[src/source_text_lexer_macros.svh]
// assertion macros shared by the lexer modules
`ifndef SOURCE_TEXT_LEXER_MACROS_SVH
`define SOURCE_TEXT_LEXER_MACROS_SVH

// condition holds at every edge out of reset
`define STL_ASSERT_ALWAYS(label, cond, msg) \
    label: assert property (@(posedge i_clk) disable iff (!i_rst_n) (cond)) else $error(msg);

// same-cycle implication
`define STL_ASSERT_IMPLY(label, ante, cons, msg) \
    label: assert property (@(posedge i_clk) disable iff (!i_rst_n) (ante) |-> (cons)) \
        else $error(msg);

// next-cycle implication
`define STL_ASSERT_NEXT(label, ante, cons, msg) \
    label: assert property (@(posedge i_clk) disable iff (!i_rst_n) (ante) |=> (cons)) \
        else $error(msg);

`endif

[src/stl_pkg.sv]
// types, constants and helper functions of the source text lexer
`timescale 1ns / 1ps

package stl_pkg;

    localparam int POSITION_BITS = 16;
    localparam int LENGTH_BITS   = 16;
    localparam int KIND_W        = 5;
    localparam int FIELD_W       = 16;

    localparam int FIFO_DEPTH = 4;
    localparam int PTR_W      = $clog2(FIFO_DEPTH);
    localparam int CNT_W      = $clog2(FIFO_DEPTH + 1);

    typedef logic [POSITION_BITS-1:0] t_pos;
    typedef logic [LENGTH_BITS-1:0]   t_len;
    typedef logic [KIND_W-1:0]        t_kind;

    // token kinds
    localparam t_kind K_NEWLINE = 5'd0;
    localparam t_kind K_SEMI    = 5'd1;
    localparam t_kind K_EQ      = 5'd2;
    localparam t_kind K_LPAR    = 5'd3;
    localparam t_kind K_RPAR    = 5'd4;
    localparam t_kind K_BANG    = 5'd5;
    localparam t_kind K_TILDE   = 5'd6;
    localparam t_kind K_AMP     = 5'd7;
    localparam t_kind K_BAR     = 5'd8;
    localparam t_kind K_CARET   = 5'd9;
    localparam t_kind K_AT      = 5'd10;
    localparam t_kind K_DOLLAR  = 5'd11;
    localparam t_kind K_STAR    = 5'd12;
    localparam t_kind K_POW     = 5'd13;
    localparam t_kind K_MINUS   = 5'd14;
    localparam t_kind K_DEC     = 5'd15;
    localparam t_kind K_PLUS    = 5'd16;
    localparam t_kind K_INC     = 5'd17;
    localparam t_kind K_LT      = 5'd18;
    localparam t_kind K_SLL     = 5'd19;
    localparam t_kind K_GT      = 5'd20;
    localparam t_kind K_SRA     = 5'd21;
    localparam t_kind K_SRL     = 5'd22;
    localparam t_kind K_DIV     = 5'd23;
    localparam t_kind K_COMMENT = 5'd24;
    localparam t_kind K_NUMBER  = 5'd25;
    localparam t_kind K_ID      = 5'd26;
    localparam t_kind K_END     = 5'd27;

    // characters
    localparam logic [7:0] CH_NL     = 8'h0A;
    localparam logic [7:0] CH_SEMI   = 8'h3B;
    localparam logic [7:0] CH_EQ     = 8'h3D;
    localparam logic [7:0] CH_LPAR   = 8'h28;
    localparam logic [7:0] CH_RPAR   = 8'h29;
    localparam logic [7:0] CH_BANG   = 8'h21;
    localparam logic [7:0] CH_TILDE  = 8'h7E;
    localparam logic [7:0] CH_AMP    = 8'h26;
    localparam logic [7:0] CH_BAR    = 8'h7C;
    localparam logic [7:0] CH_CARET  = 8'h5E;
    localparam logic [7:0] CH_AT     = 8'h40;
    localparam logic [7:0] CH_DOLLAR = 8'h24;
    localparam logic [7:0] CH_STAR   = 8'h2A;
    localparam logic [7:0] CH_MINUS  = 8'h2D;
    localparam logic [7:0] CH_PLUS   = 8'h2B;
    localparam logic [7:0] CH_LT     = 8'h3C;
    localparam logic [7:0] CH_GT     = 8'h3E;
    localparam logic [7:0] CH_SLASH  = 8'h2F;
    localparam logic [7:0] CH_ZERO   = 8'h30;
    localparam logic [7:0] CH_NINE   = 8'h39;
    localparam logic [7:0] CH_LO_X   = 8'h78;
    localparam logic [7:0] CH_UP_X   = 8'h58;
    localparam logic [7:0] CH_LO_B   = 8'h62;
    localparam logic [7:0] CH_UP_B   = 8'h42;
    localparam logic [7:0] CH_UNDER  = 8'h5F;
    localparam logic [7:0] CH_LO_A   = 8'h61;
    localparam logic [7:0] CH_LO_Z   = 8'h7A;
    localparam logic [7:0] CH_UP_A   = 8'h41;
    localparam logic [7:0] CH_UP_Z   = 8'h5A;

    typedef struct packed {
        logic [KIND_W-1:0]  kind;
        logic [FIELD_W-1:0] line;
        logic [FIELD_W-1:0] column;
        logic [FIELD_W-1:0] length;
        logic               last;
    } t_token;

    // up to two tokens handed to the result queue in one cycle
    typedef struct packed {
        logic [1:0] cnt;
        t_token     tok0;
        t_token     tok1;
    } t_push;

    typedef struct packed {
        logic  hit;
        t_kind kind;
    } t_single;

    function automatic t_single single_kind(input logic [7:0] b);
        t_single s;
        s.hit = 1'b1;
        case (b)
            CH_SEMI:   s.kind = K_SEMI;
            CH_EQ:     s.kind = K_EQ;
            CH_LPAR:   s.kind = K_LPAR;
            CH_RPAR:   s.kind = K_RPAR;
            CH_BANG:   s.kind = K_BANG;
            CH_TILDE:  s.kind = K_TILDE;
            CH_AMP:    s.kind = K_AMP;
            CH_BAR:    s.kind = K_BAR;
            CH_CARET:  s.kind = K_CARET;
            CH_AT:     s.kind = K_AT;
            CH_DOLLAR: s.kind = K_DOLLAR;
            default: begin
                s.hit  = 1'b0;
                s.kind = K_NEWLINE;
            end
        endcase
        return s;
    endfunction

    function automatic logic [7:0] pair_char(input t_kind k);
        logic [7:0] c;
        case (k)
            K_STAR:  c = CH_STAR;
            K_MINUS: c = CH_MINUS;
            K_PLUS:  c = CH_PLUS;
            default: c = CH_LT;
        endcase
        return c;
    endfunction

    function automatic logic is_digit(input logic [7:0] b);
        return b inside {[CH_ZERO:CH_NINE]};
    endfunction

    function automatic logic is_alpha(input logic [7:0] b);
        return (b inside {[CH_LO_A:CH_LO_Z]}) || (b inside {[CH_UP_A:CH_UP_Z]}) ||
               (b == CH_UNDER);
    endfunction

    function automatic t_pos sat_pos(input t_pos v);
        return (&v) ? v : t_pos'(v + 1'b1);
    endfunction

    function automatic t_len sat_len(input t_len v);
        return (&v) ? v : t_len'(v + 1'b1);
    endfunction

    function automatic t_token make_tok(input t_kind k, input t_pos line, input t_pos col,
                                        input t_len len);
        t_token t;
        t.kind   = k;
        t.line   = FIELD_W'(line);
        t.column = FIELD_W'(col);
        t.length = FIELD_W'(len);
        t.last   = 1'b0;
        return t;
    endfunction

endpackage

[src/stl_stream_if.sv]
// byte and token stream interfaces of the source text lexer
`timescale 1ns / 1ps

interface stl_byte_if import stl_pkg::*; ();
    logic       valid;
    logic       ready;
    logic [7:0] text_byte;
    logic       end_of_text;

    modport source(output valid, text_byte, end_of_text, input ready);
    modport sink(input valid, text_byte, end_of_text, output ready);
endinterface

interface stl_token_if import stl_pkg::*; ();
    logic               valid;
    logic               ready;
    logic [KIND_W-1:0]  token_kind;
    logic [FIELD_W-1:0] token_line;
    logic [FIELD_W-1:0] token_column;
    logic [FIELD_W-1:0] token_length;
    logic               last_of_run;

    modport source(output valid, token_kind, token_line, token_column, token_length,
                   last_of_run, input ready);
    modport sink(input valid, token_kind, token_line, token_column, token_length,
                 last_of_run, output ready);
endinterface

[src/stl_lex_core.sv]
// input register and single-pass lexer state update
`timescale 1ns / 1ps
`include "source_text_lexer_macros.svh"

module stl_lex_core import stl_pkg::*; (
    input  logic       i_clk,
    input  logic       i_rst_n,
    stl_byte_if.sink   i_text,
    input  logic       i_room,
    output t_push      o_push
);

    localparam logic [3:0] M_IDLE    = 4'd0;
    localparam logic [3:0] M_PAIR    = 4'd1;
    localparam logic [3:0] M_GT1     = 4'd2;
    localparam logic [3:0] M_GT2     = 4'd3;
    localparam logic [3:0] M_SLASH   = 4'd4;
    localparam logic [3:0] M_COMMENT = 4'd5;
    localparam logic [3:0] M_ZERO    = 4'd6;
    localparam logic [3:0] M_NUM     = 4'd7;
    localparam logic [3:0] M_ID      = 4'd8;

    localparam t_pos POS_ONE = t_pos'(1);
    localparam t_len LEN_ONE = t_len'(1);

    logic       r_vld;
    logic [7:0] r_byte;
    logic       r_eot;

    logic [3:0] r_mode, n_mode;
    t_kind      r_pend_kind, n_pend_kind;
    t_pos       r_start_col, n_start_col;
    t_len       r_pend_len, n_pend_len;
    t_pos       r_line, n_line;
    t_pos       r_col, n_col;
    t_kind      r_last_kind, n_last_kind;
    logic       r_any, n_any;

    logic    consume;
    logic    taken;
    logic    flush;
    logic    a_vld, b_vld;
    t_token  tok_a, tok_b;
    t_token  flush_tok;
    t_len    len_inc;
    t_kind   last_k;
    t_single sk;

    assign consume      = r_vld && i_room;
    assign i_text.ready = !r_vld || consume;

    always_ff @(posedge i_clk) begin
        if (!i_rst_n) begin
            r_vld <= 1'b0;
        end else if (i_text.ready) begin
            r_vld <= i_text.valid;
        end
        if (i_text.ready && i_text.valid) begin
            r_byte <= i_text.text_byte;
            r_eot  <= i_text.end_of_text;
        end
    end

    always_comb begin
        n_mode      = r_mode;
        n_pend_kind = r_pend_kind;
        n_start_col = r_start_col;
        n_pend_len  = r_pend_len;
        n_line      = r_line;
        n_col       = r_col;
        taken       = 1'b0;
        flush       = 1'b0;
        a_vld       = 1'b0;
        b_vld       = 1'b0;
        tok_a       = '0;
        tok_b       = '0;
        len_inc     = sat_len(r_pend_len);
        flush_tok   = make_tok(r_pend_kind, r_line, r_start_col, r_pend_len);
        sk          = single_kind(r_byte);
        last_k      = r_last_kind;

        if (r_eot) begin
            if (r_mode != M_IDLE) begin
                a_vld  = 1'b1;
                tok_a  = flush_tok;
                last_k = r_pend_kind;
            end
            if (!(r_any || a_vld) || (last_k != K_NEWLINE && last_k != K_SEMI)) begin
                b_vld = 1'b1;
                tok_b = make_tok(K_END, r_line, '0, '0);
            end
            n_mode      = M_IDLE;
            n_pend_kind = K_NEWLINE;
            n_start_col = '0;
            n_pend_len  = '0;
            n_line      = POS_ONE;
            n_col       = POS_ONE;
        end else begin
            // try to extend the pending token first
            case (r_mode)
                M_IDLE: begin
                end
                M_PAIR: begin
                    if (r_byte == pair_char(r_pend_kind)) begin
                        taken  = 1'b1;
                        a_vld  = 1'b1;
                        tok_a  = make_tok(t_kind'(r_pend_kind + 1'b1), r_line, r_start_col,
                                          len_inc);
                        n_mode = M_IDLE;
                    end else begin
                        flush = 1'b1;
                    end
                end
                M_GT1: begin
                    if (r_byte == CH_GT) begin
                        taken       = 1'b1;
                        n_pend_kind = K_SRA;
                        n_pend_len  = len_inc;
                        n_mode      = M_GT2;
                    end else begin
                        flush = 1'b1;
                    end
                end
                M_GT2: begin
                    if (r_byte == CH_GT) begin
                        taken  = 1'b1;
                        a_vld  = 1'b1;
                        tok_a  = make_tok(K_SRL, r_line, r_start_col, len_inc);
                        n_mode = M_IDLE;
                    end else begin
                        flush = 1'b1;
                    end
                end
                M_SLASH: begin
                    if (r_byte == CH_SLASH) begin
                        taken       = 1'b1;
                        n_pend_kind = K_COMMENT;
                        n_pend_len  = len_inc;
                        n_mode      = M_COMMENT;
                    end else begin
                        flush = 1'b1;
                    end
                end
                M_COMMENT: begin
                    if (r_byte != CH_NL) begin
                        taken      = 1'b1;
                        n_pend_len = len_inc;
                    end else begin
                        flush = 1'b1;
                    end
                end
                M_ZERO: begin
                    if (r_byte == CH_LO_X || r_byte == CH_UP_X || r_byte == CH_LO_B ||
                        r_byte == CH_UP_B || is_digit(r_byte)) begin
                        taken      = 1'b1;
                        n_pend_len = len_inc;
                        n_mode     = M_NUM;
                    end else begin
                        flush = 1'b1;
                    end
                end
                M_NUM: begin
                    if (is_digit(r_byte)) begin
                        taken      = 1'b1;
                        n_pend_len = len_inc;
                    end else begin
                        flush = 1'b1;
                    end
                end
                M_ID: begin
                    if (is_alpha(r_byte) || is_digit(r_byte)) begin
                        taken      = 1'b1;
                        n_pend_len = len_inc;
                    end else begin
                        flush = 1'b1;
                    end
                end
                default: begin
                    n_mode = M_IDLE;
                end
            endcase

            if (flush) begin
                a_vld  = 1'b1;
                tok_a  = flush_tok;
                n_mode = M_IDLE;
            end

            // byte not absorbed: lex it afresh
            if (!taken) begin
                if (r_byte == CH_NL) begin
                    b_vld = 1'b1;
                    tok_b = make_tok(K_NEWLINE, r_line, r_col, LEN_ONE);
                end else if (sk.hit) begin
                    b_vld = 1'b1;
                    tok_b = make_tok(sk.kind, r_line, r_col, LEN_ONE);
                end else begin
                    if (r_byte == CH_STAR) begin
                        n_mode      = M_PAIR;
                        n_pend_kind = K_STAR;
                    end else if (r_byte == CH_MINUS) begin
                        n_mode      = M_PAIR;
                        n_pend_kind = K_MINUS;
                    end else if (r_byte == CH_PLUS) begin
                        n_mode      = M_PAIR;
                        n_pend_kind = K_PLUS;
                    end else if (r_byte == CH_LT) begin
                        n_mode      = M_PAIR;
                        n_pend_kind = K_LT;
                    end else if (r_byte == CH_GT) begin
                        n_mode      = M_GT1;
                        n_pend_kind = K_GT;
                    end else if (r_byte == CH_SLASH) begin
                        n_mode      = M_SLASH;
                        n_pend_kind = K_DIV;
                    end else if (r_byte == CH_ZERO) begin
                        n_mode      = M_ZERO;
                        n_pend_kind = K_NUMBER;
                    end else if (is_digit(r_byte)) begin
                        n_mode      = M_NUM;
                        n_pend_kind = K_NUMBER;
                    end else if (is_alpha(r_byte)) begin
                        n_mode      = M_ID;
                        n_pend_kind = K_ID;
                    end
                    if (r_byte == CH_STAR || r_byte == CH_MINUS || r_byte == CH_PLUS ||
                        r_byte == CH_LT || r_byte == CH_GT || r_byte == CH_SLASH ||
                        is_digit(r_byte) || is_alpha(r_byte)) begin
                        n_start_col = r_col;
                        n_pend_len  = LEN_ONE;
                    end
                end
            end

            if (r_byte == CH_NL) begin
                n_line = sat_pos(r_line);
                n_col  = POS_ONE;
            end else begin
                n_col = sat_pos(r_col);
            end
        end
    end

    // end of text returns everything to reset values
    assign n_last_kind = r_eot ? K_NEWLINE :
                         b_vld ? tok_b.kind : (a_vld ? tok_a.kind : r_last_kind);
    assign n_any       = r_eot ? 1'b0 : (r_any || a_vld || b_vld);

    // compact the two slots into the push word, last flag on the final one
    always_comb begin
        o_push = '0;
        if (consume) begin
            if (a_vld && b_vld) begin
                o_push.cnt       = 2'd2;
                o_push.tok0      = tok_a;
                o_push.tok1      = tok_b;
                o_push.tok1.last = 1'b1;
            end else if (a_vld) begin
                o_push.cnt       = 2'd1;
                o_push.tok0      = tok_a;
                o_push.tok0.last = 1'b1;
            end else if (b_vld) begin
                o_push.cnt       = 2'd1;
                o_push.tok0      = tok_b;
                o_push.tok0.last = 1'b1;
            end
        end
    end

    always_ff @(posedge i_clk) begin
        if (!i_rst_n) begin
            r_mode      <= M_IDLE;
            r_pend_kind <= K_NEWLINE;
            r_start_col <= '0;
            r_pend_len  <= '0;
            r_line      <= POS_ONE;
            r_col       <= POS_ONE;
            r_last_kind <= K_NEWLINE;
            r_any       <= 1'b0;
        end else if (consume) begin
            r_mode      <= n_mode;
            r_pend_kind <= n_pend_kind;
            r_start_col <= n_start_col;
            r_pend_len  <= n_pend_len;
            r_line      <= n_line;
            r_col       <= n_col;
            r_last_kind <= n_last_kind;
            r_any       <= n_any;
        end
    end

    `STL_ASSERT_NEXT(a_eot_restart, consume && r_eot, (r_mode == M_IDLE) && (r_line == POS_ONE) && (r_col == POS_ONE) && !r_any, "lexer state not restarted after end of text")
    `STL_ASSERT_IMPLY(a_two_last, o_push.cnt == 2'd2, o_push.tok1.last && !o_push.tok0.last, "last flag misplaced on a double push")
    `STL_ASSERT_IMPLY(a_comment_kind, r_mode == M_COMMENT, r_pend_kind == K_COMMENT, "comment mode with wrong pending kind")

endmodule

[src/stl_result_fifo.sv]
// small result queue taking up to two tokens per cycle and sending one while the sink is ready
`timescale 1ns / 1ps
`include "source_text_lexer_macros.svh"

module stl_result_fifo import stl_pkg::*; (
    input  logic        i_clk,
    input  logic        i_rst_n,
    input  t_push       i_push,
    output logic        o_room,
    stl_token_if.source o_token
);

    t_token            r_mem [FIFO_DEPTH];
    logic [PTR_W-1:0]  r_wr, n_wr;
    logic [PTR_W-1:0]  r_rd, n_rd;
    logic [CNT_W-1:0]  r_count, n_count;
    logic [PTR_W-1:0]  wr_next;
    logic              pop;
    t_token            head;

    assign head    = r_mem[r_rd];
    assign pop     = o_token.valid && o_token.ready;
    assign wr_next = PTR_W'(r_wr + 1'b1);
    assign o_room  = r_count <= CNT_W'(FIFO_DEPTH - 2);

    assign o_token.valid        = r_count != '0;
    assign o_token.token_kind   = head.kind;
    assign o_token.token_line   = head.line;
    assign o_token.token_column = head.column;
    assign o_token.token_length = head.length;
    assign o_token.last_of_run  = head.last;

    assign n_wr    = PTR_W'(r_wr + i_push.cnt);
    assign n_rd    = pop ? PTR_W'(r_rd + 1'b1) : r_rd;
    assign n_count = CNT_W'(r_count + CNT_W'(i_push.cnt) - CNT_W'(pop));

    always_ff @(posedge i_clk) begin
        if (i_push.cnt != 2'd0) begin
            r_mem[r_wr] <= i_push.tok0;
        end
        if (i_push.cnt == 2'd2) begin
            r_mem[wr_next] <= i_push.tok1;
        end
    end

    always_ff @(posedge i_clk) begin
        if (!i_rst_n) begin
            r_wr    <= '0;
            r_rd    <= '0;
            r_count <= '0;
        end else begin
            r_wr    <= n_wr;
            r_rd    <= n_rd;
            r_count <= n_count;
        end
    end

    `STL_ASSERT_ALWAYS(a_count_bound, r_count <= CNT_W'(FIFO_DEPTH), "result queue count above depth")
    `STL_ASSERT_IMPLY(a_push_room, i_push.cnt != 2'd0, r_count <= CNT_W'(FIFO_DEPTH - 2), "push into result queue without room")

endmodule

[src/source_text_lexer.sv]
// throughput: one byte per cycle while the result queue has room; a byte waits in the
// input register and its tokens in the queue, which they leave one word per cycle while
// the sink is ready, so a byte that closes a pending token and starts a single-character
// one yields two words; the four-entry queue and the input register decouple the sides
// reset (synchronous, active low): line and column to 1, no pending token, queue empty
`timescale 1ns / 1ps

module source_text_lexer import stl_pkg::*; (
    input  logic        i_clk,
    input  logic        i_rst_n,
    stl_byte_if.sink    i_text,
    stl_token_if.source o_token
);

    t_push push;
    logic  room;

    stl_lex_core u_core (
        .i_clk   (i_clk),
        .i_rst_n (i_rst_n),
        .i_text  (i_text),
        .i_room  (room),
        .o_push  (push)
    );

    stl_result_fifo u_fifo (
        .i_clk   (i_clk),
        .i_rst_n (i_rst_n),
        .i_push  (push),
        .o_room  (room),
        .o_token (o_token)
    );

endmodule
[src/flat_wrapper.sv]
// flat-port wrapper written by rule: the top's interface ports become plain ports
module source_text_lexer_flat import stl_pkg::*;
  (i_clk, i_rst_n, i_text_valid, i_text_text_byte, i_text_end_of_text, i_text_ready, o_token_valid, o_token_token_kind, o_token_token_line, o_token_token_column, o_token_token_length, o_token_last_of_run, o_token_ready);
  stl_byte_if i_text_i ();
  stl_token_if o_token_i ();
  input  logic i_clk;
  input  logic i_rst_n;
  input wire logic [$bits(i_text_i.valid)-1:0] i_text_valid;
  input wire logic [$bits(i_text_i.text_byte)-1:0] i_text_text_byte;
  input wire logic [$bits(i_text_i.end_of_text)-1:0] i_text_end_of_text;
  output wire logic [$bits(i_text_i.ready)-1:0] i_text_ready;
  output wire logic [$bits(o_token_i.valid)-1:0] o_token_valid;
  output wire logic [$bits(o_token_i.token_kind)-1:0] o_token_token_kind;
  output wire logic [$bits(o_token_i.token_line)-1:0] o_token_token_line;
  output wire logic [$bits(o_token_i.token_column)-1:0] o_token_token_column;
  output wire logic [$bits(o_token_i.token_length)-1:0] o_token_token_length;
  output wire logic [$bits(o_token_i.last_of_run)-1:0] o_token_last_of_run;
  input wire logic [$bits(o_token_i.ready)-1:0] o_token_ready;
  assign i_text_i.valid = i_text_valid;
  assign i_text_i.text_byte = i_text_text_byte;
  assign i_text_i.end_of_text = i_text_end_of_text;
  assign i_text_ready = i_text_i.ready;
  assign o_token_valid = o_token_i.valid;
  assign o_token_token_kind = o_token_i.token_kind;
  assign o_token_token_line = o_token_i.token_line;
  assign o_token_token_column = o_token_i.token_column;
  assign o_token_token_length = o_token_i.token_length;
  assign o_token_last_of_run = o_token_i.last_of_run;
  assign o_token_i.ready = o_token_ready;
  source_text_lexer u_core (.i_clk(i_clk), .i_rst_n(i_rst_n), .i_text(i_text_i), .o_token(o_token_i));
endmodule
[config.mk]
export PLATFORM = sky130hd
export DESIGN_NAME = source_text_lexer_flat
export DESIGN_NICKNAME = d
export VERILOG_FILES = /design/src/stl_pkg.sv /design/src/stl_stream_if.sv /design/src/stl_lex_core.sv /design/src/stl_result_fifo.sv /design/src/source_text_lexer.sv /design/src/flat_wrapper.sv
export VERILOG_INCLUDE_DIRS = /design/src /design/src/src
export SDC_FILE = /design/constraint.sdc
export NUM_CORES = 1
export LEC_CHECK = 0
export BUFFER_PORTS_ARGS = -buffer_cell sky130_fd_sc_hd__clkbuf_2
export CORE_MARGIN = 2
export CORE_UTILIZATION = 40
export DETAILED_ROUTE_END_ITERATION = 7
export HOLD_SLACK_MARGIN = 0.12
export SYNTH_ARGS = -nofsm -noshare
export SYNTH_HDL_FRONTEND = slang
export SYNTH_HIERARCHICAL = 1
export SYNTH_SLANG_ARGS = --single-unit
[constraint.sdc]
create_clock -name i_clk -period 8.8 [get_ports i_clk]
set_input_delay 0.44 -clock i_clk [delete_from_list [all_inputs] [get_ports i_clk]]
set_output_delay 0.44 -clock i_clk [all_outputs]
set_load 0.02 [all_outputs]
==> results.txt <==
- Number of enable flip-flop cells after synthesis: 225
- The Yosys step of the flow raised 6 warnings.
- Total standard cell area after synthesis: 0.01780 sq mm
- Number of clock sinks: 313
- The initial utilization of the core area, before any placement, comes to 40.44%.
* Setup_tns: 0 ns
* Max stage delay on crit path: 0.94 ns
* DRC marker count from the first detailed-route iteration: 925
- IO Port Bufs: 68
- Slack of the worst reg-to-reg path: 2.48 ns
* Leakage component of the power: 7.027 nW
- Final setup violation count: 0
- For the pin with the worst max-slew slack, the measured transition is 1.233 ns.
- Most frequently used flop master after synthesis: edfxtp_1
* Count of buffer and inverter cells on the critical path: 2
* Startpoint type of the worst setup path: flip-flop
- Post-CTS repair changed the size of 0 cells.
- Top cell type's share of synthesized area: 37.95%
- Power spread over the standard cell area amounts to 200.8 mW/mm^2.
- Proportion of synthesized flip-flops having asynchronous set or reset: 0%
- Summing over every cut layer, the via total after detailed routing is 11790.
- Pre-CTS worst setup slack: 2.417 ns
* CTS Buf Count: 37
- Cell row count: 77
- Design Power: 3.937 mW
- The worst hold path belongs to the class input port to flip-flop.
- Number of instances in the placed design: 2021
- After the last flow step, the layout net total stands at 1502.
- Die height: 215.0 microns
* Largest driver fanout on the critical path: 33
- In this run the clock root is driven by a clkbuf_16.
* Core Footprint: 0.04403 sq mm
- Entering global routing, the biggest net connects 55 pins.
- Measured against its own limit, the worst slew margin works out to 17.29%.
- Critical-path top delay cell: and4bb_4
* Critical path data required time: 9.10 ns
- The die is 215.0 microns wide.
* Result of the run: finished clean
* Top library cells by usage in the layout, fill and taps aside: edfxtp_1, nor2_1, mux2_2
* Average wire per cell in the routed design: 21.21 microns
* Max-slew violation count: 0
- Crit end category: flip-flop
- The total overflow left after global routing is 0.
* Synth area leaders: edfxtp_1, dfxtp_1, mux2_2
- First-pass iteration count of the detailed router: 5
- The number of global-route vias before repair came to 11760.
- Part of the Yosys area used for sequential elements: 47.84%
* ANT nets after route: 0
* Yosys reg bits: 313
- Leading area contributor after synthesis: edfxtp_1
* Cell-by-cell listing of the critical path: nand4bb_1, or3_1, a21o_1, and2_1, a21oi_2, ha_1, nand2_1, inv_1, and4bb_4, buf_4, mux2_2
- Max H-tree Level: 2
* CP arrival: 6.62 ns
* Number of instances in the synthesized netlist: 1439
- Final Hold Fails: 0
- Share of final-layout standard cells stronger than drive strength 1: 27.69%
* Area added between synthesis and finish: 10.11%
- Antenna violations before repair: 0
* Post-DP HPWL: 27900 microns
- Clock-pin slew on the worst setup and hold paths: 0.05 ns
* Dominant delay contributor by cell family on the critical path: simple AND/OR/NAND/NOR gates
* Mean number of vias per cell: 5.618
- Max cap viols: 0
- Each instance of the synthesized netlist takes up on average 12.37 sq um.
* Distinct cell type count of the synthesized netlist: 95
- Number of buffers on the longest clock path: 3
- Timing-limited maximum frequency: 158.2 MHz
- Wires add up to 44520 microns.
- The worst-case IR drop observed on VDD is 108.5 uV.
* Final worst-path setup slack: 2.478 ns
- Pin placement for this block handled 69 I/O pins.
- DRC Markers: 0
* Minimum clock period: 6.322 ns
- CTS tree: yes
- The worst setup path is of the flip-flop to flip-flop kind.
- First-pass GRT wire length: 69120 microns
- Maximum clock skew at final layout: 0.01626 ns
- In the finished design, the share of the clock period the worst path needs comes to 71.84%.
- Setup repair after global routing left no endpoint under its margin.
* Floorplan die area: 0.04621 sq mm
- At the later pin of the worst-skew pair, clock insertion delay measures 0.55 ns.
- Leading cell type in the layout, fill and taps excluded: edfxtp_1
- Global routing consumed, over all layers together, 19.07% of the routing resources.
* Non-Filler Instances: 2099
- Routability-driven placement finished with a final weighted congestion of 0.9142.
==> registers in the layout (all words and copies together), names as in the netlist, named ones only <==
signal / cells
u_core/u_core/r_start_col: 16
u_core/u_core/r_pend_kind: 5
u_core/u_core/r_col: 16
u_core/u_core/r_any: 1
u_core/u_core/r_vld: 1
u_core/u_fifo/r_count: 3
u_core/u_core/r_mode: 4
u_core/u_fifo/r_wr: 2
u_core/u_core/r_pend_len: 16
u_core/u_core/r_eot: 1
u_core/u_fifo/r_rd: 2
u_core/u_core/r_last_kind: 4
u_core/u_fifo/r_mem: 216
u_core/u_core/r_line: 16
u_core/u_core/r_byte: 8
==> metal layers <==
| metal | vias up | global-route usage, % | part of all wire, % |
|---|---|---|---|
| met2 | 315 | 30.69 | 46 |
| met1 | 5856 | 26.85 | 47 |
| met3 | 69 | 2.519 | 4.4 |
| li1 | 5552 | - | - |
| met5 | - | 0 | 0 |
| met4 | 0 | 5.862 | 2.3 |
==> report_power, final <==
| part | internal, mW | total (mW) | switching, mW |
|---|---|---|---|
| registers | 1.65 | 1.71 | 0.0632 |
| clock network | 0.825 | 1.44 | 0.613 |
| logic | 0.310 | 0.787 | 0.477 |
| total | 2.78 | 3.94 | 1.15 |
==> metrics by stage <==
| step | hold WS, ns | util [%] | area (sq um) |
|---|---|---|---|
| 5_1_grt | 0.1750 | 44.52 | 19600 |
| 3_5_place_dp | 0.4500 | 41.77 | 18390 |
| 6_report | 0.1833 | 44.53 | 19600 |
| 4_1_cts | 0.1491 | 44.52 | 19600 |
| 2_1_floorplan | 0.4334 | - | 17860 |
| 3_3_place_gp | 0.4552 | 41.77 | 18390 |
==> cells by family (layout without fill, tap and decap cells) <==
kind of cell    after synthesis  count (layout)  synth area share [%]
simple gates                430             430                 13.20
other cells                   1              16               0.02106
buf+inv                     134             187                 4.722
compound gates              238             238                 9.030
xor+xnor                     34              34                 1.827
flops                       313             313                 47.84
fa+ha+maj                    12              12                0.8854
mux                         277             277                 22.47
==> repair_timing <==
item | CTS | global route
hold buffers | 9 | 0
buffers inserted | 0 | 0
endpoints found under the hold margin | 9 | 0
==> tightest hold or removal path, stage by stage <==
cell and delay (ns):
clkbuf_2 0.09, inv_1 0.08, a21oi_1 0.06
==> cell type report <==
cell class / count / area (sq um)
well taps: 592 / 740.7
clock buffers: 52 / 1035
diodes: 1 / 2.502
flip-flops and latches: 313 / 8523
fillers: 4045 / 24420
repair buffers: 97 / 580.6
inverters: 22 / 82.58
clock inverters: 16 / 87.58
multi-input cells: 1006 / 8552
==> final timing paths <==
check | depth (start not counted) | from | end
max | 11 | u_core/u_core/r_byte[4]$_DFFE_PP_ | u_core/u_fifo/r_mem[3][48]$_DFFE_PP_
min reg2reg | 2 | u_core/u_core/r_last_kind[1]$_SDFFE_PN0P_ | u_core/u_core/r_last_kind[1]$_SDFFE_PN0P_
min | 3 | i_text_valid | u_core/u_core/r_vld$_SDFFE_PN0N_
max reg2reg | 11 | u_core/u_core/r_byte[4]$_DFFE_PP_ | u_core/u_fifo/r_mem[3][48]$_DFFE_PP_
==> cell usage after synthesis, types with 5 or more instances <==
cell type / number
edfxtp_1: 225
nor2_1: 115
mux2_2: 114
dfxtp_1: 88
nand2_1: 81
mux2_4: 75
a21oi_1: 61
mux4_2: 54
o21ai_0: 49
and3_1: 38
clkbuf_1: 35
and2_1: 33
buf_4: 32
mux2_1: 27
nand3_1: 24
a22oi_1: 22
xor2_1: 22
a22o_1: 21
inv_1: 21
nor3_1: 21
buf_2: 18
nor2b_1: 16
buf_6: 15
or3_1: 14
nand2b_1: 13
a31oi_1: 12
ha_1: 11
nand4_1: 11
nand3b_1: 10
xnor2_1: 10
mux2i_1: 7
o31ai_1: 7
a21o_1: 6
buf_1: 6
nor4_1: 6
a311oi_1: 5
and4_1: 5
buf_12: 5
o211ai_1: 5
o31a_1: 5
or2_2: 5
(Power assumes the default switching activity.)
